**src/hdl/hpg_pkg.sv**
```systemverilog
// Package for the Heap's-algorithm permutation generator.
// Holds the fixed port widths, the operation codes and the sequencer state type.
// No dependencies.
`default_nettype none

package hpg_pkg;

    // Fixed widths of the word fields.
    localparam int OP_W    = 2;
    localparam int IDX_W   = 3;
    localparam int VAL_W   = 16;
    localparam int POS_W   = 3;
    localparam int COUNT_W = 4;

    // Operation codes carried by an input word.
    localparam logic [OP_W-1:0] OP_LOAD    = 2'd0;
    localparam logic [OP_W-1:0] OP_RESTART = 2'd1;
    localparam logic [OP_W-1:0] OP_NEXT    = 2'd2;

    // Reset value of the element count register.
    localparam logic [COUNT_W-1:0] COUNT_RESET = 4'd8;

    typedef enum logic [3:0] {
        ST_IDLE,
        ST_SEARCH,
        ST_SW_RA,
        ST_SW_RB,
        ST_SW_WA,
        ST_SW_WB,
        ST_READ,
        ST_EMIT,
        ST_DONE
    } t_state;

endpackage

`default_nettype wire

```
**src/hdl/heap_permutation_generator.sv**
```systemverilog
// Heap's-algorithm permutation generator, top level.
// Uses hpg_pkg (widths, op codes, state type) and instantiates hpg_store.
// The block holds up to MAX_ELEMENTS elements and produces every ordering of the
// first element_count of them with the iterative form of Heap's algorithm. A load
// word writes one element. A restart word clears the level counters and the flags
// and keeps the stored arrangement. A next word returns the arrangement as it
// stands right after a restart, and otherwise makes one swap and returns the new
// arrangement, one output word per element, position 0 first, with last set on the
// final element. After the final ordering every next word gives a single done word
// (position and element zero, last and done_res set). All work runs through one
// element store with one write port and one read port under a small sequencer, so
// the block takes one word at a time and drops o_ready until it is finished. A
// swapping next word passes through a start, a search that examines up to
// element_count - 1 level counters, a swap (two reads and two writes of the store)
// and the streaming of the elements, each read from the store's registered read
// port before it is emitted; a stalled output holds the stream. An element count
// of 0 acts as 1, and a count above MAX_ELEMENTS acts as MAX_ELEMENTS. Element
// values are kept at min(ELEMENT_WIDTH, 16) bits and read back zero-extended to
// the 16-bit element port.
`default_nettype none

module heap_permutation_generator #(
    parameter int MAX_ELEMENTS  = 8,
    parameter int ELEMENT_WIDTH = 16
) (
    input  wire logic                                i_clk,
    input  wire logic                                i_rst_n,
    input  wire logic                                i_cfg_wr_en,
    input  wire logic [hpg_pkg::COUNT_W-1:0]         i_cfg_wr_data,
    input  wire logic                                i_valid,
    output      logic                                o_ready,
    input  wire logic [hpg_pkg::OP_W-1:0]            i_op,
    input  wire logic [hpg_pkg::IDX_W-1:0]           i_load_index,
    input  wire logic signed [hpg_pkg::VAL_W-1:0]    i_load_value,
    output      logic                                o_valid,
    input  wire logic                                i_ready,
    output      logic [hpg_pkg::POS_W-1:0]           o_position,
    output      logic signed [hpg_pkg::VAL_W-1:0]    o_element,
    output      logic                                o_last,
    output      logic                                o_done_res
);

    // Address width of the store, width of the level pointer and the active count.
    localparam int AW = $clog2(MAX_ELEMENTS);
    localparam int LW = $clog2(MAX_ELEMENTS + 1);
    // Stored element width: the element port never shows more than 16 bits.
    localparam int SW = (ELEMENT_WIDTH < hpg_pkg::VAL_W) ? ELEMENT_WIDTH : hpg_pkg::VAL_W;

    hpg_pkg::t_state r_state, n_state;

    logic [hpg_pkg::COUNT_W-1:0] r_count;
    logic [AW-1:0]               r_cnt [MAX_ELEMENTS];
    logic [LW-1:0]               r_lv, n_lv;
    logic                        r_first, n_first;
    logic                        r_finished, n_finished;
    logic [AW-1:0]               r_pos, n_pos;
    logic [AW-1:0]               r_addr_a, n_addr_a;
    logic [AW-1:0]               r_addr_b, n_addr_b;
    logic [SW-1:0]               r_tmp;

    logic                        r_out_valid;
    logic [hpg_pkg::POS_W-1:0]   r_out_pos;
    logic [hpg_pkg::VAL_W-1:0]   r_out_elem;
    logic                        r_out_last;
    logic                        r_out_done;

    logic          accept;
    logic          out_free;
    logic [LW-1:0] active_n;
    logic [AW-1:0] cur_cnt;
    logic          pos_last;
    logic          load_ok;

    // Store port controls.
    logic          st_we;
    logic [AW-1:0] st_waddr;
    logic [SW-1:0] st_wdata;
    logic [AW-1:0] st_raddr;
    logic [SW-1:0] st_rdata;

    // Level counter controls.
    logic cnt_clear;
    logic cnt_zero_lv;
    logic cnt_inc_lv;

    // Output register loads.
    logic out_load_elem;
    logic out_load_done;

    hpg_store #(
        .DEPTH (MAX_ELEMENTS),
        .WIDTH (SW)
    ) u_store (
        .i_clk   (i_clk),
        .i_we    (st_we),
        .i_waddr (st_waddr),
        .i_wdata (st_wdata),
        .i_raddr (st_raddr),
        .o_rdata (st_rdata)
    );

    assign o_ready  = (r_state == hpg_pkg::ST_IDLE);
    assign accept   = i_valid && o_ready;
    assign out_free = !r_out_valid || i_ready;

    // Clamp the configured count into 1..MAX_ELEMENTS.
    always_comb begin
        if (r_count == '0) begin
            active_n = LW'(1);
        end else if (32'(r_count) > MAX_ELEMENTS) begin
            active_n = LW'(MAX_ELEMENTS);
        end else begin
            active_n = LW'(r_count);
        end
    end

    assign cur_cnt  = r_cnt[r_lv[AW-1:0]];
    assign pos_last = (LW'(r_pos) == active_n - LW'(1));
    assign load_ok  = (32'(i_load_index) < MAX_ELEMENTS);

    // Next state.
    always_comb begin
        n_state = r_state;
        case (r_state)
            hpg_pkg::ST_IDLE: begin
                if (accept && i_op == hpg_pkg::OP_NEXT) begin
                    if (r_finished) begin
                        n_state = hpg_pkg::ST_DONE;
                    end else if (!r_first) begin
                        n_state = hpg_pkg::ST_READ;
                    end else begin
                        n_state = hpg_pkg::ST_SEARCH;
                    end
                end
            end
            hpg_pkg::ST_SEARCH: begin
                if (r_lv >= active_n) begin
                    n_state = hpg_pkg::ST_DONE;
                end else if (LW'(cur_cnt) < r_lv) begin
                    n_state = hpg_pkg::ST_SW_RA;
                end
            end
            hpg_pkg::ST_SW_RA: n_state = hpg_pkg::ST_SW_RB;
            hpg_pkg::ST_SW_RB: n_state = hpg_pkg::ST_SW_WA;
            hpg_pkg::ST_SW_WA: n_state = hpg_pkg::ST_SW_WB;
            hpg_pkg::ST_SW_WB: n_state = hpg_pkg::ST_READ;
            hpg_pkg::ST_READ:  n_state = hpg_pkg::ST_EMIT;
            hpg_pkg::ST_EMIT: begin
                if (out_free) begin
                    n_state = pos_last ? hpg_pkg::ST_IDLE : hpg_pkg::ST_READ;
                end
            end
            hpg_pkg::ST_DONE: begin
                if (out_free) begin
                    n_state = hpg_pkg::ST_IDLE;
                end
            end
            default: n_state = hpg_pkg::ST_IDLE;
        endcase
    end

    // Datapath and store controls.
    always_comb begin
        n_lv          = r_lv;
        n_first       = r_first;
        n_finished    = r_finished;
        n_pos         = r_pos;
        n_addr_a      = r_addr_a;
        n_addr_b      = r_addr_b;
        st_we         = 1'b0;
        st_waddr      = r_addr_a;
        st_wdata      = st_rdata;
        st_raddr      = r_pos;
        cnt_clear     = 1'b0;
        cnt_zero_lv   = 1'b0;
        cnt_inc_lv    = 1'b0;
        out_load_elem = 1'b0;
        out_load_done = 1'b0;
        case (r_state)
            hpg_pkg::ST_IDLE: begin
                if (accept) begin
                    case (i_op)
                        hpg_pkg::OP_LOAD: begin
                            st_we    = load_ok;
                            st_waddr = AW'(i_load_index);
                            st_wdata = i_load_value[SW-1:0];
                        end
                        hpg_pkg::OP_RESTART: begin
                            cnt_clear  = 1'b1;
                            n_lv       = LW'(1);
                            n_first    = 1'b0;
                            n_finished = 1'b0;
                        end
                        hpg_pkg::OP_NEXT: begin
                            n_pos = '0;
                            if (!r_finished && !r_first) begin
                                n_first = 1'b1;
                            end
                        end
                        default: ;
                    endcase
                end
            end
            hpg_pkg::ST_SEARCH: begin
                if (r_lv >= active_n) begin
                    n_finished = 1'b1;
                end else if (LW'(cur_cnt) < r_lv) begin
                    // Even levels swap with position 0, odd levels with the counter.
                    n_addr_a = r_lv[0] ? cur_cnt : '0;
                    n_addr_b = r_lv[AW-1:0];
                end else begin
                    cnt_zero_lv = 1'b1;
                    n_lv        = r_lv + LW'(1);
                end
            end
            hpg_pkg::ST_SW_RA: begin
                st_raddr = r_addr_a;
            end
            hpg_pkg::ST_SW_RB: begin
                st_raddr = r_addr_b;
            end
            hpg_pkg::ST_SW_WA: begin
                st_we    = 1'b1;
                st_waddr = r_addr_a;
                st_wdata = st_rdata;
            end
            hpg_pkg::ST_SW_WB: begin
                st_we      = 1'b1;
                st_waddr   = r_addr_b;
                st_wdata   = r_tmp;
                cnt_inc_lv = 1'b1;
                n_lv       = LW'(1);
                n_pos      = '0;
            end
            hpg_pkg::ST_READ: ;
            hpg_pkg::ST_EMIT: begin
                if (out_free) begin
                    out_load_elem = 1'b1;
                    if (!pos_last) begin
                        n_pos = r_pos + AW'(1);
                    end
                end
            end
            hpg_pkg::ST_DONE: begin
                out_load_done = out_free;
            end
            default: ;
        endcase
    end

    // Control registers.
    always_ff @(posedge i_clk) begin
        if (!i_rst_n) begin
            r_state     <= hpg_pkg::ST_IDLE;
            r_count     <= hpg_pkg::COUNT_RESET;
            r_lv        <= LW'(1);
            r_first     <= 1'b0;
            r_finished  <= 1'b0;
            r_pos       <= '0;
            r_out_valid <= 1'b0;
            for (int i = 0; i < MAX_ELEMENTS; i++) begin
                r_cnt[i] <= '0;
            end
        end else begin
            r_state    <= n_state;
            r_lv       <= n_lv;
            r_first    <= n_first;
            r_finished <= n_finished;
            r_pos      <= n_pos;
            if (i_cfg_wr_en) begin
                r_count <= i_cfg_wr_data;
            end
            if (cnt_clear) begin
                for (int i = 0; i < MAX_ELEMENTS; i++) begin
                    r_cnt[i] <= '0;
                end
            end else if (cnt_zero_lv) begin
                r_cnt[r_lv[AW-1:0]] <= '0;
            end else if (cnt_inc_lv) begin
                r_cnt[r_lv[AW-1:0]] <= cur_cnt + AW'(1);
            end
            if (out_load_elem || out_load_done) begin
                r_out_valid <= 1'b1;
            end else if (i_ready) begin
                r_out_valid <= 1'b0;
            end
        end
    end

    // Payload registers.
    always_ff @(posedge i_clk) begin
        r_addr_a <= n_addr_a;
        r_addr_b <= n_addr_b;
        if (r_state == hpg_pkg::ST_SW_RB) begin
            r_tmp <= st_rdata;
        end
        if (out_load_elem) begin
            r_out_pos  <= hpg_pkg::POS_W'(r_pos);
            r_out_elem <= hpg_pkg::VAL_W'(st_rdata);
            r_out_last <= pos_last;
            r_out_done <= 1'b0;
        end else if (out_load_done) begin
            r_out_pos  <= '0;
            r_out_elem <= '0;
            r_out_last <= 1'b1;
            r_out_done <= 1'b1;
        end
    end

    assign o_valid    = r_out_valid;
    assign o_position = r_out_pos;
    assign o_element  = r_out_elem;
    assign o_last     = r_out_last;
    assign o_done_res = r_out_done;

endmodule

`default_nettype wire

```
**src/hdl/hpg_store.sv**
```systemverilog
// Element store of the permutation generator: one write port, one read port.
// Read data is registered. Depends on nothing.
`default_nettype none

module hpg_store #(
    parameter int DEPTH = 8,
    parameter int WIDTH = 16
) (
    input  wire logic                     i_clk,
    input  wire logic                     i_we,
    input  wire logic [$clog2(DEPTH)-1:0] i_waddr,
    input  wire logic [WIDTH-1:0]         i_wdata,
    input  wire logic [$clog2(DEPTH)-1:0] i_raddr,
    output      logic [WIDTH-1:0]         o_rdata
);

    logic [WIDTH-1:0] r_mem [DEPTH];

    always_ff @(posedge i_clk) begin
        if (i_we) begin
            r_mem[i_waddr] <= i_wdata;
        end
        o_rdata <= r_mem[i_raddr];
    end

endmodule

`default_nettype wire
```
**config.mk**
```make
export PLATFORM = sky130hd
export DESIGN_NAME = heap_permutation_generator
export DESIGN_NICKNAME = d
export VERILOG_FILES = /design/src/hdl/hpg_pkg.sv /design/src/hdl/heap_permutation_generator.sv /design/src/hdl/hpg_store.sv
export SDC_FILE = /design/constraint.sdc
export NUM_CORES = 1
export LEC_CHECK = 0
export ABC_AREA = 1
export BUFFER_PORTS_ARGS = -buffer_cell sky130_fd_sc_hd__buf_2
export CAP_MARGIN = 30
export CORE_ASPECT_RATIO = 0.75
export CORE_MARGIN = 1
export CORE_UTILIZATION = 30
export DETAILED_ROUTE_END_ITERATION = 6
export GPL_ROUTABILITY_DRIVEN = 0
export HOLD_SLACK_MARGIN = 0.08
export MAX_ROUTING_LAYER = met4
export PLACE_DENSITY = 0.44
export SLEW_MARGIN = 20
export SYNTH_ARGS = -nofsm -noshare
export SYNTH_HDL_FRONTEND = slang
export SYNTH_SLANG_ARGS = --single-unit
```
**constraint.sdc**
```tcl
create_clock -name i_clk -period 6.4 [get_ports i_clk]
set_input_delay 0.64 -clock i_clk [delete_from_list [all_inputs] [get_ports i_clk]]
set_output_delay 0.64 -clock i_clk [all_outputs]
set_load 0.03 [all_outputs]
```
# Word level (Yosys, flattened, before mapping)

Memory sizes are Yosys's and may differ from the RTL's. A register that Yosys moved wholly into a read port is not among the register bits.
Index checks and enable logic that the tools add are counted.

Add/sub/neg operators: 4
$lt $le $gt $ge: 3
Equal/unequal tests: 23
Muxes and demuxes: 84
Bitwise gates (word level): 10
Reduce and logical (&&, ||, !) cells: 25

Operator list:

| kind                  | number |
|---|---|
| $mux W3               | 23 |
| $mux W16              | 4 |
| $mux W4               | 12 |
| $mux W1               | 36 |
| $pmux W4 S9           | 1 |
| $pmux W16 S2          | 1 |
| $eq A4 B3 Y1 const B  | 4 |
| $ne A2 B2 Y1 const B  | 6 |
| $pmux W3 S2           | 2 |
| $pmux W4 S3           | 1 |
| $reduce_and A4 Y1     | 3 |
| $ne A2 B1 Y1 const B  | 5 |
| $reduce_and A5 Y1     | 2 |
| $or A1 B1 Y1          | 9 |
| $pmux W3 S3           | 1 |
| $eq A4 B2 Y1 const B  | 2 |
| $logic_not A4 Y1      | 2 |
| $reduce_bool A2 Y1    | 4 |
| $add A3 B1 Y3 const B | 2 |
| $pmux W1 S2           | 3 |
| $reduce_bool A3 Y1    | 2 |
| $add A4 B1 Y4 const B | 1 |
| $eq A3 B4 Y1          | 1 |
| $eq A4 B1 Y1 const B  | 1 |
| other kinds (16)      | 21 |

Register bits after elaboration: 61
RAM bits: 152
Input bits: 30
Output and inout port bits: 23
Memories kept: 2

Memory list:

| memory        | depth | bits a word | rd ports | clocked after memory_dff | wr ports | line                             | text |
|---|---|---|---|---|---|---|---|
| u_store.r_mem | 8     | 16          | 1        | 1                        | 1        | hpg_store.sv:17                  | `logic [WIDTH-1:0] r_mem [DEPTH];` |
| r_cnt         | 8     | 3           | 1        | 1                        | 8        | heap_permutation_generator.sv:52 | `logic [AW-1:0] r_cnt [MAX_ELEMENTS];` |

# Depth between registers and ports, before layout

Gate-level depths: netlist of run 1.

Depth after elaboration: 13
Gate-level depth with buffers: 15
Mapped depth without buffers: 14

# Cells and area by module

Synthesis of run 1 repeated with hierarchy kept, for this count alone.

Cells, all modules: 1105
Area, all modules: 10451.3 um2

Modules (own cells, without submodules):

| module                     | instances | cells each | area an instance (um2) | sequential area each (um2) |
|---|---|---|---|---|
| hpg_store                  | 1         | 587        | 5989.5                 | 4164.0 |
| heap_permutation_generator | 1         | 518        | 4461.8                 | 2422.3 |

# Worst setup path before layout of run 1

OpenSTA, ideal clock, no wires.

Path type: input-to-reg
From: input i_valid
To: memory u_store.r_mem[2][0], enable pin
Arrival time: 2.338 ns
Required time: 6.012 ns
Slack: 3.674 ns
Cell stages on the path: 9
Path buffers: 1
Path through: inv_1 > nor4_4 > inv_2 > buf_6 > o21ai_2 > a21oi_2 > nor2_1 > nand2_1 > nor2_1

Longest elaborated chain between the ends: 5

Ends and longest elaborated chain:

| element                       | line                              | text |
|---|---|---|
| start, declared               | heap_permutation_generator.sv:30  | `input wire logic i_valid,` |
| $logic_and A1 B1 Y1 (*)       | heap_permutation_generator.sv:103 | `assign accept = i_valid && o_ready;` |
| $mux W1                       | heap_permutation_generator.sv:181 | `if (accept) begin` |
| $pmux W1 S2                   | heap_permutation_generator.sv:179 | `case (r_state)` |
| $mux W1                       | hpg_store.sv:20                   | `if (i_we) begin` |
| $mux W1 (not written as such) | hpg_store.sv:21                   | `r_mem[i_waddr] <= i_wdata;` |
| end, declared                 | hpg_store.sv:17                   |  |

Every way passes the cells marked *; elsewhere a longest branch is shown, timed or not.

==> metrics.md, run 1 <==
| Metric | Value |
|---|---|
| Min cycle time layout | approximately 3000 ps |
| Gr usage total | ~16% |
| Pins over their slew limit | 0 |
| Area post-placement | ~11,000 µm² |
| Initial antenna violation count | 3 |
| Nature of the critical path endpoint | register |
| Startpoint class of the critical path | register |
| CTS Buf Count | 25 |
| Sum Neg Setup Slack | 0 ps |
| Area contributors post-synth | edfxtp_1 (59%), dfxtp_1 (7.7%), nor2_1 (6.6%) |
| Area Growth Syn to Fin | 16.7% |
| Detail Route Antenna Nets | 0 |
| Multi-input logic area | approximately 2800 µm² |
| Critical path class | register to register |
| Starting Density | between 30% and 40% |
| Setup Fix Bufs, Post-CTS | 0 |
| Drt pass-1 iters | 5 |
| Gr ovfl total | 0 |
| Critical-path cell list | inv_2 > o21ai_0 > o22ai_1 > o21ai_0 > inv_1 > ha_1 > inv_1 > nor2_1 > nand2_1 > nand2_1 > nand3_1 > nand2_4 > nand2_2 > nand2_1 |
| Post-Synth Simple-Gate Area | 14.1% |
| CP max-delay cell | dfxtp_1 |
| Mapped Cells | around 910 |
| Largest family of logic cells by synthesized area | simple AND/OR/NAND/NOR gates |
| FF+latch area | 6590 µm² |
| Post-route cell area | 11,500 µm² |
| Final setup vio count | 0 |
| Critical path's largest stage delay | 560 ps |
| Rel. slew slack | between 30% and 40% |
| P_int | roughly 3600 µW |
| Achievable Freq | 335 MHz |
| PD cells | 511 nW/µm² |
| Max FO, Critical Path | 13 |
| Core Area | about 32,000 µm² |
| N_diodes | 0 |
| Proportion of power drawn by combinational gates | between 30% and 40% |
| CTS Hold Buffers Added | 0 |
| TritonCTS clock tree | built |
| Synth warn | 0 |
| Wire length per cell | between 15 and 20 µm |
| Crit-path most repeated cell | nand2_1 |
| Share of layout cells above drive strength 1 | roughly 16% |
| Number of global-route vias before repair | ~6,400 |
| Hold Path Depth | 3 |
| Net count, final | approximately 1,000 |
| Die Y | 159 µm |
| Worst-path clk slew | roughly 60 ps |
| Synth Cell Area | 9850 µm² |
| DR DRC count | 0 |
| Crit share post-route | 46.7% |
| Commonest non-fill, non-tap cell in the layout | edfxtp_1 |
| Clock buffer depth | 3 |
| Register area share after synthesis | 66.9% |
| Tightest Hold Check Type | primary input to register |
| Via Count | just under 7,000 |
| DIE WIDTH | around 210 µm |
| Row count | 57 |
| Synth Area in Compound Gates | a little under an eighth |
| RSZ-0062 raised after global routing | no |
| Largest net degree at the start of global routing | 66 |
| Leakage | about 0.0042 µW |
| Yosys top cell by area | edfxtp_1 |
| Core Util, Final | a little over a third |
| Critical path data arrival time | ~3200 ps |
| IO buf count | 52 |
| Final HPWL DP | about 16,000 µm |
| Root Buffer | clkbuf_16 |
| Layout Skew | around 13 ps |
| Post-CTS Resized | 0 |
| Post-Synth Adder-Cell Area | ~1.3% |
| Final wirelength | between 20,000 and 30,000 µm |
| Fillers | approximately 3,300 |
| Net Switching | around 2200 µW |
| Most frequent cells in the layout | edfxtp_1 (194), nor2_1 (166), o21ai_0 (100) |
| Io pins | 53 |
| Measured slew at the worst slew-check pin | between 900 and 1000 ps |
| Status | complete, no violations |
| H-tree depth | 1 |
| Synth cell types | 39 |
| Sw frac | 37.9% |
| Synth Area in XOR/XNOR | 0.533% |
| Ys flop type | edfxtp_1 |
| Async S/R FF share, synth | 0% |
| DR vias/cell | roughly 4.7 |
| Global-route wire length before repair | slightly below 40,000 µm |
| Peak VDD IR | around 0.23 mV |
| Max_cap viols | 0 |
| Clk sink count | 232 |
| Sequential share of power | ~39% |
| WP data required | about 6600 ps |
| Syn avg cell area | around 11 µm² |
| Clk pwr share | 24.8% |
| R2R depth | 14 |
| DR iter-0 viols | approximately 590 |
| Post-synth EDFFs | just under 200 |
| Share of Yosys cell area claimed by the top area cell type | approximately three fifths |
| Clock Latency Late Sink | around 530 ps |
| Final hold vios | 0 |
| Multiplexer area fraction after synthesis | 0% |
| Full die area | ~34,000 µm² |
| Yosys reg bits | about 230 |
| Syn nets | 945 |
==> kinds of logic (layout without fill, tap and decap cells) <==
logic type,Yosys count,after routing
XOR/XNOR,6,6
buffers and inverters,128,215
AO/OA/AOI/OAI,201,201
adder cells (fa/ha/maj),10,10
AND/OR/NAND/NOR,328,328
flip-flops,232,232
==> synthesized netlist by cell type, types with 2 or more instances <==
| library cell | number |
|---|---|
| xor2_1 | 2 |
| o21ai_1 | 16 |
| a21oi_1 | 19 |
| a21oi_2 | 2 |
| nand2_1 | 97 |
| nand2_2 | 11 |
| ha_1 | 10 |
| nor3_1 | 4 |
| inv_2 | 7 |
| xnor2_1 | 4 |
| o21bai_1 | 2 |
| buf_2 | 9 |
| nand4_1 | 2 |
| nor2_2 | 5 |
| inv_1 | 85 |
| clkinv_1 | 3 |
| o22ai_1 | 37 |
| dfxtp_1 | 38 |
| nand2_4 | 3 |
| o21ai_0 | 100 |
| o21ai_2 | 2 |
| nor2_1 | 174 |
| nand3_1 | 25 |
| edfxtp_1 | 194 |
| buf_6 | 3 |
| clkbuf_1 | 15 |
| nor2_4 | 2 |
| nand3_2 | 2 |
| o211ai_1 | 4 |
| a221oi_1 | 14 |
| buf_4 | 6 |
==> final cells by class <==
type	instances	share of cell area (%)
Sequential cell	232	57.3
Multi-Input combinational cell	545	24.0
Timing Repair Buffer	74	3.68
Clock buffer	28	5.54
Tap cell	442	4.81
Clock inverter	18	1.64
Inverter	95	3.10
==> flip-flops by register name, summed over array words and instances (netlist names), 3 cells and up, named ones only <==
name,cells
u_store.r_mem,128
r_tmp,16
r_count,4
r_lv,4
r_addr_b,3
r_cnt,24
r_pos,3
o_position,3
o_element,16
r_addr_a,3
u_store.o_rdata,16
r_state,4
==> per-stage QoR <==
step | std cells | setup WS, ps | hold WS, ps | total power [µW]
floorplan | 905 | 3670 | 408 | 3770
global placement | 1381 | 3310 | 414 | 4430
detailed placement | 1387 | 3350 | 415 | 4450
CTS | 1433 | 3430 | 321 | 5920
global route | 1434 | 3090 | 363 | 6260
finish | 1434 | 3410 | 343 | 5870
==> worst max-delay path, delay by kind of cell (launching register included) <==
family / cells / cell delay, ps
AOI/OAI and AO/OA: 3 / 690
and+or+nand+nor: 7 / 840
adders and majority gates: 1 / 290
DFF: 1 / 560
buffers and inverters: 3 / 300
==> power by group through the flow <==
stage	Clock (µW)	Sequential, µW	Combinational, µW
global placement	0	2340	2100
CTS	1490	2300	2120
detailed placement	0	2330	2120
floorplan	0	2330	1440
finish	1460	2300	2120
global route	1550	2330	2380
==> final timing paths <==
path,startpoint,to,slack [ps]
setup / recovery,register,r_cnt[0][0]$_SDFFCE_PN0P_,3410
hold / removal,i_cfg_wr_data[0],r_count[0]$_SDFFE_PN0P_,340
setup reg to reg,register,r_cnt[0][0]$_SDFFCE_PN0P_,3410
hold reg to reg,u_store.o_rdata[6]$_DFF_P_,r_tmp[6]$_DFFE_PN_,430
==> per-layer routing <==
| metal | GRT usage (%) | wire [µm] |
|---|---|---|
| met4 | 3.16 | 455 |
| met5 | - | 0 |
| met2 | 21.9 | 10600 |
| met3 | 2.25 | 1110 |
| met1 | 24.5 | 13500 |
Note: power is estimated with default switching activity, not from simulation.
==> inputs of run 2 (changes only) <==
Settings changed: ABC_AREA 1 to 0, PLACE_DENSITY 0.44 to 0.46.
Clock period 6.4 ns to 2.5 ns, I/O delays scaled along.
==> run 2 against run 1 <==
- via count fell by 16%
- wire length is 9.7% lower
- fmax grew 11%
- critical endpoint is now r_cnt[7][1]$_SDFFCE_PN0P_
- sequential power up 140%
- the flow now finishes with violations (negative setup slack)
- highest routed layer unchanged
- core utilization up 3.7 points
- first-iteration DRC count shrank 35%
- critical path type unchanged
==> metrics.md, run 2 <==
| Metric | Value |
|---|---|
| TritonCTS clock tree | built |
| Nature of the critical path endpoint | register |
| Async S/R FF share, synth | 0% |
| Worst-path clk slew | roughly 60 ps |
| Commonest non-fill, non-tap cell in the layout | edfxtp_1 |
| Max_cap viols | 0 |
| Critical-path cell list | mux4_2 > mux2_4 > ha_4 > o21ai_2 > a21oi_2 > o41ai_4 > nor2_2 > nor2_4 > buf_12 > o21ai_4 |
| DR vias/cell | slightly below 5 |
| Largest regs | u_store.r_mem (128), r_cnt (24) |
| Area Growth Syn to Fin | 26.8% |
| Crit share post-route | 108% |
| Clock Latency Late Sink | around 520 ps |
| Failing checks | negative setup slack |
| Via Count | ~5,700 |
| Largest register FFs | between 100 and 150 |
| Full die area | 32,300 µm² |
| Layout Skew | about 11 ps |
| Tightest Hold Check Type | primary input to register |
| Detail Route Antenna Nets | 0 |
| CP max-delay cell | mux4_2 |
| Final wirelength | 23,200 µm |
| Row count | 55 |
| Register area share after synthesis | between 60 and 70% |
| Core Area | approximately 31,000 µm² |
| Max FO, Critical Path | 7 |
| Synth Cell Area | 9490 µm² |
| Number of global-route vias before repair | 5,935 |
| Peak VDD IR | ~0.66 mV |
| Crit. path cell count | 10 |
| Worst path bufs/invs | 1 |
| Syn avg cell area | ~15 µm² |
| Mapped Cells | between 600 and 700 |
| Gr usage total | approximately 15% |
| Final non-filler cell total | 1,158 |
| Io pins | 53 |
| Drt pass-1 iters | 4 |
| Synth cell count leaders | edfxtp_1 (194), nor2_1 (54), nand2_1 (52) |
| Net count, final | 780 |
| Worst setup margin | -195 ps |
| Largest net degree at the start of global routing | 33 |
| Achievable Freq | ~370 MHz |
| N_diodes | 0 |
| RSZ-0062 raised after global routing | yes |
| Critical path's largest stage delay | 510 ps |
| Startpoint class of the critical path | register |
| Min cycle time layout | 2700 ps |
| R2r endpoint | r_cnt[7][1]$_SDFFCE_PN0P_ |
| Overall power | 12,900 µW |
| Ys flop type | edfxtp_1 |
| Syn nets | between 600 and 700 |
| Die Y | between 150 and 200 µm |
| H-tree depth | 1 |
| Synth cell types | a little over 50 |
| CTS Buf Count | 25 |
| DIE WIDTH | 207 µm |
| Clk sink count | 232 |
| Critical path class | register to register |
| Final setup vio count | 40 |
| Share of Yosys cell area claimed by the top area cell type | 61.4% |
| R2R depth | 10 |
| Yosys reg bits | roughly 230 |
| IO buf count | 52 |
| Measured slew at the worst slew-check pin | 577 ps |
| Most frequent cells in the layout | edfxtp_1 (194), buf_2 (52), buf_4 (52) |
| Global-route wire length before repair | around 36,000 µm |
| Status | finished with violations |
| Root Buffer | clkbuf_16 |
| Yosys top cell by area | edfxtp_1 |
| Most frequent cell after synthesis | edfxtp_1 |
| Reg with most FFs | u_store.r_mem |
| Starting Density | 31.0% |
| Wire length per cell | roughly 20 µm |
| Post-synth EDFFs | 194 |
| Clock buffer depth | 3 |
| Area contributors post-synth | edfxtp_1 (61%), mux4_2 (8.1%), dfxtp_1 (8.0%) |
| Leakage | around 0.0042 µW |
| Share of layout cells above drive strength 1 | a little over a third |
| Final HPWL DP | roughly 15,000 µm |
| DR iter-0 viols | between 300 and 400 |
| Initial antenna violation count | 0 |
| DR DRC count | 0 |
| CP endpoint | r_cnt[7][1]$_SDFFCE_PN0P_ |
| Final hold vios | 0 |
| R2R setup slack | -200 ps |
| Inst Count DP | around 1,100 |
| PD cells | 1070 nW/µm² |
| WP data required | roughly 2700 ps |
| Rel. slew slack | between 60% and 70% |
| Critical path's top delay family | multiplexers |
| Synth warn | 0 |
| Critical path data arrival time | around 3000 ps |
| Gr ovfl total | 0 |
| Sum Neg Setup Slack | -6340 ps |
| Pins over their slew limit | 0 |
-- run 2: cell types whose count changed in the layout (fill, tap and decap cells not counted), moves of 16 or more --
cell / before / now
nor2_1: 166 / 42
o21ai_0: 100 / 7
inv_1: 84 / 15
nand2_1: 97 / 51
mux4_2: 0 / 38
buf_4: 15 / 52
o22ai_1: 37 / 0
and3_1: 0 / 19
a22oi_1: 0 / 16
mux2_2: 0 / 16
-- run 2: routing by layer --
layer / GRT usage [%] / wire length, µm / vias up
met2: 23.5 / 10700 / 134
met3: 2.17 / 1010 / 34
li1: - / - / 2631
met4: 4.05 / 454 / 0
met1: 20.5 / 11000 / 2887
met5: - / 0 / -
-- run 2: worst reg2reg max path, delay by kind of cell, from the launching register on --
family	cells	cell delay [ps]
AOI/OAI and AO/OA	4	540
buffers and inverters	1	160
muxes	2	830
adders and majority gates	1	270
DFF	1	400
and+or+nand+nor	2	220
-- run 2: kinds of logic after synthesis --
logic type / Yosys count / share of synthesized area (%)
AOI/OAI and AO/OA: 84 / 6.17
muxes: 63 / 12.1
adders and majority gates: 10 / 1.32
buffers and inverters: 46 / 1.95
DFF: 232 / 69.4
and+or+nand+nor: 171 / 8.38
xor gates and xnor gates: 7 / 0.646
-- run 2: timing repair --
action,CTS,global route
gates cloned,0,0
setup endpoints to repair,40,132
pin swaps,10,6
hold buffers,10,0
setup buffers,5,5
endpoints found under the hold margin,5,0
gates resized for setup,14,12
-- run 2: area by class of cell --
class | count | area, µm²
clock buffers | 30 | 654
clock inverters | 16 | 113
fillers | 2787 | 18600
inverters | 16 | 60.1
multi-input cells | 335 | 3050
flip-flops and latches | 232 | 6590
well taps | 399 | 499
repair buffers | 130 | 1050
-- run 2: worst min path at each step --
stage	from	to	slack (ps)	depth (start not counted)
after floorplan	i_cfg_wr_data[3]	r_count[3]$_SDFFE_PN1P_	380	2
after global placement	u_store.o_rdata[14]$_DFF_P_	r_tmp[14]$_DFFE_PN_	430	0
after detailed placement	u_store.o_rdata[0]$_DFF_P_	r_tmp[0]$_DFFE_PN_	440	0
after CTS	i_op[0]	r_first$_SDFFE_PN0P_	170	3
after global routing	i_op[0]	r_first$_SDFFE_PN0P_	210	3
final	i_op[0]	r_first$_SDFFE_PN0P_	200	3
-- run 2: per-stage QoR --
stage          utilization (%)  hold slack, ps  instance area, µm²  setup WS (ps)
2_1_floorplan                -             380                9670          -80.7
3_3_place_gp              35.7             425               10900           -256
3_5_place_dp              35.7             440               10900           -330
4_1_cts                   38.9             168               11900           -185
5_1_grt                   39.3             212               12000           -275
6_report                  39.3             200               12000           -195
-- run 2: power breakdown --
part	total [µW]	internal, µW	switching, µW
Clock	3450	1970	1480
Combinational	4000	1800	2210
Sequential	5460	5220	232
Total	12900	8990	3920
==> inputs of run 3 (changes only) <==
Settings changed: SYNTH_HIERARCHICAL set to 1.
==> run 3 against run 2 <==
- the flow still finishes with violations (negative setup slack)
- register-to-register slack worse by 20 ps
- clock-buffer cell count is 9 higher
- die area is 0.77% higher
- core utilization is 0.29 points higher
- synthesized cell count is 1.5% lower
- design area is 3.0% higher
- non-clock buffer count is 3 higher
- global-route usage is 0.34 points lower
- fmax is 0.81% lower
- sequential power is 1% lower
- cell count is 0.52% higher
- clock skew is 2.3 ps lower
- critical path type unchanged
- critical endpoint is now r_cnt[6][0]$_SDFFCE_PN0P_
==> metrics.md, run 3 <==
| Metric | Value |
|---|---|
| Critical path data arrival time | 2930 ps |
| Root Buffer | clkbuf_16 |
| DR vias/cell | a little under 5 |
| Largest regs | u_store/r_mem (128), r_cnt (24) |
| Row count | between 50 and 60 |
| Clk pwr share | 29.5% |
| Async S/R FF share, synth | 0% |
| Max_cap viols | 0 |
| Area Growth Syn to Fin | 29.6% |
| H-tree depth | 1 |
| Core Area | 31,300 µm² |
| Sw frac | around 30% |
| Net count, final | just under 800 |
| Yosys top cell by area | edfxtp_1 |
| Synth Cell Area | roughly 9600 µm² |
| Initial antenna violation count | 0 |
| TritonCTS clock tree | built |
| Worst-path clk slew | about 60 ps |
| Largest register FFs | 128 |
| Final wirelength | 23,200 µm |
| Most frequent cells in the layout | edfxtp_1 (194), buf_2 (52), buf_4 (50) |
| CP max-delay cell | mux4_2 |
| Crit-path most repeated cell | o21ai_2 |
| Final non-filler cell total | around 1,200 |
| Final HPWL DP | ~14,000 µm |
| Worst path bufs/invs | 1 |
| Clk sink count | approximately 230 |
| Syn avg cell area | 15.8 µm² |
| Sequential share of power | about two fifths |
| Clock buffer depth | 3 |
| Worst setup margin | -217 ps |
| Die Y | between 150 and 200 µm |
| Most frequent cell after synthesis | edfxtp_1 |
| Largest net degree at the start of global routing | 33 |
| Area contributors post-synth | edfxtp_1 (61%), dfxtp_1 (8.0%), mux4_1 (7.7%) |
| Fillers | around 2,900 |
| CTS Buf Count | 26 |
| Post-synth EDFFs | around 190 |
| Detail Route Antenna Nets | 0 |
| Commonest non-fill, non-tap cell in the layout | edfxtp_1 |
| Share of layout cells above drive strength 1 | 35.0% |
| P_int | around 9200 µW |
| Number of global-route vias before repair | approximately 6,000 |
| Register area share after synthesis | 68.9% |
| Full die area | about 33,000 µm² |
| Achievable Freq | 368 MHz |
| Max FO, Critical Path | 8 |
| Mapped Cells | a little over 600 |
| Io pins | 53 |
| Status | finished with violations |
| Sum Neg Setup Slack | -7590 ps |
| Proportion of power drawn by combinational gates | 29.0% |
| Gr ovfl total | 0 |
| Clock Latency Late Sink | between 500 and 600 ps |
| Nature of the critical path endpoint | register |
| Peak VDD IR | approximately 0.59 mV |
| Final setup vio count | 49 |
| Critical path class | register to register |
| Synth cell types | 51 |
| Synth warn | 6 |
| Yosys reg bits | about 230 |
| Tightest Hold Check Type | primary input to register |
| Drt pass-1 iters | 5 |
| RSZ-0062 raised after global routing | yes |
| PD cells | 1050 nW/µm² |
| Crit share post-route | 109% |
| Syn nets | roughly 640 |
| Min cycle time layout | roughly 2700 ps |
| Gr usage total | approximately 15% |
| Global-route wire length before repair | about 35,000 µm |
| Critical path's largest stage delay | just over 500 ps |
| Inst Count DP | between 1,000 and 1,500 |
| Starting Density | a little under a third |
| Startpoint class of the critical path | register |
| Rel. slew slack | 72.3% |
| Measured slew at the worst slew-check pin | 415 ps |
| DR iter-0 viols | 370 |
| Via Count | about 5,700 |
| DR DRC count | 0 |
| Ys flop type | edfxtp_1 |
| IO buf count | 52 |
| Synth cell count leaders | edfxtp_1 (194), nor2_1 (57), nand2_1 (49) |
| Pins over their slew limit | 0 |
| Share of Yosys cell area claimed by the top area cell type | 60.9% |
| Reg with most FFs | u_store/r_mem |
| Leakage | around 0.0044 µW |
| Critical-path cell list | mux4_2 > mux2_4 > ha_4 > o21ai_2 > a21oi_2 > o41ai_4 > nor2_2 > nor2_4 > buf_12 > o21ai_2 |
| Net Switching | between 3000 and 4000 µW |
| Critical path's top delay family | multiplexers |
| Layout Skew | between 9 and 10 ps |
| N_diodes | 0 |
| Failing checks | negative setup slack |
| DIE WIDTH | ~210 µm |
| Wire length per cell | 19.9 µm |
| WP data required | between 2000 and 3000 ps |
| Final hold vios | 0 |
run 3: cell count changes after synthesis, sizes merged, moves of 4 or more:
cell and delta:
clkbuf -7, o21ai -6, nor2 +5, a22oi +4
a31oi -4, buf +4, o31ai -4
run 3: timing repair:
action | 4_1_cts | 5_1_grt
hold endpoints to repair | 5 | 0
buffers inserted | 4 | 8
pin swaps | 7 | 15
setup endpoints to repair | 76 | 191
hold buffers | 11 | 0
gates cloned | 1 | 2
gates resized for setup | 21 | 34
run 3: stage by stage:
stage          util (%)  hold slack [ps]  area [µm²]  total power, µW  setup WS (ps)
4_1_cts            38.7              191       12100            13000           -171
3_3_place_gp       35.0              428       11000             8850           -312
3_5_place_dp       35.0              438       11000             8950           -371
2_1_floorplan         -              376        9810             7810           -265
5_1_grt            39.6              243       12400            13700           -327
6_report           39.6              202       12400            13000           -217
run 3: worst paths after layout:
check | start | to | slack [ps] | cells past startpoint
worst min-delay path | i_load_value[2] | u_store/r_mem[7][2]$_DFFE_PP_ | 200 | 3
worst min register to register | u_store/o_rdata[13]$_DFF_P_ | r_tmp[13]$_DFFE_PN_ | 450 | 0
worst max register to register | register | r_cnt[6][0]$_SDFFCE_PN0P_ | -220 | 10
worst max-delay path | register | r_cnt[6][0]$_SDFFCE_PN0P_ | -220 | 10
run 3: routing by layer:
layer  vias up  GRT usage [%]  wire [µm]
met5         -              -          0
met2       109           24.1      11100
met3        35           1.81        837
li1       2629              -          -
met1      2882           19.3      10700
met4         0           3.81        518
run 3: cell families after synthesis:
kind of cell	share of synthesized area, %
buffers and inverters	2.07
xor gates and xnor gates	0.641
and+or+nand+nor	8.93
DFF	68.9
adders and majority gates	1.31
muxes	13.0
AOI/OAI and AO/OA	5.13
run 3: final cells by class:
type	instances	area, µm²	share of cell area (%)
flip-flops and latches	232	6590	53.2
clock inverters	9	123	0.990
repair buffers	133	1120	9.04
well taps	406	508	4.10
inverters	15	56.3	0.455
clock buffers	39	751	6.06
multi-input cells	330	3240	26.1
run 3: worst reg2reg max path: stages (launching register included):
cell,delay [ps]
dfxtp_4,390
mux4_2,510
mux2_4,310
ha_4,270
o21ai_2,50
a21oi_2,180
o41ai_4,120
nor2_2,190
nor2_4,50
buf_12,150
o21ai_2,180
run 3: power by group through the flow:
stage / logic, µW / registers (µW) / clock network (µW)
detailed placement: 3470 / 5480 / 0
CTS: 3620 / 5400 / 3940
global placement: 3390 / 5460 / 0
floorplan: 2350 / 5460 / 0
finish: 3780 / 5400 / 3850
global route: 4120 / 5450 / 4090
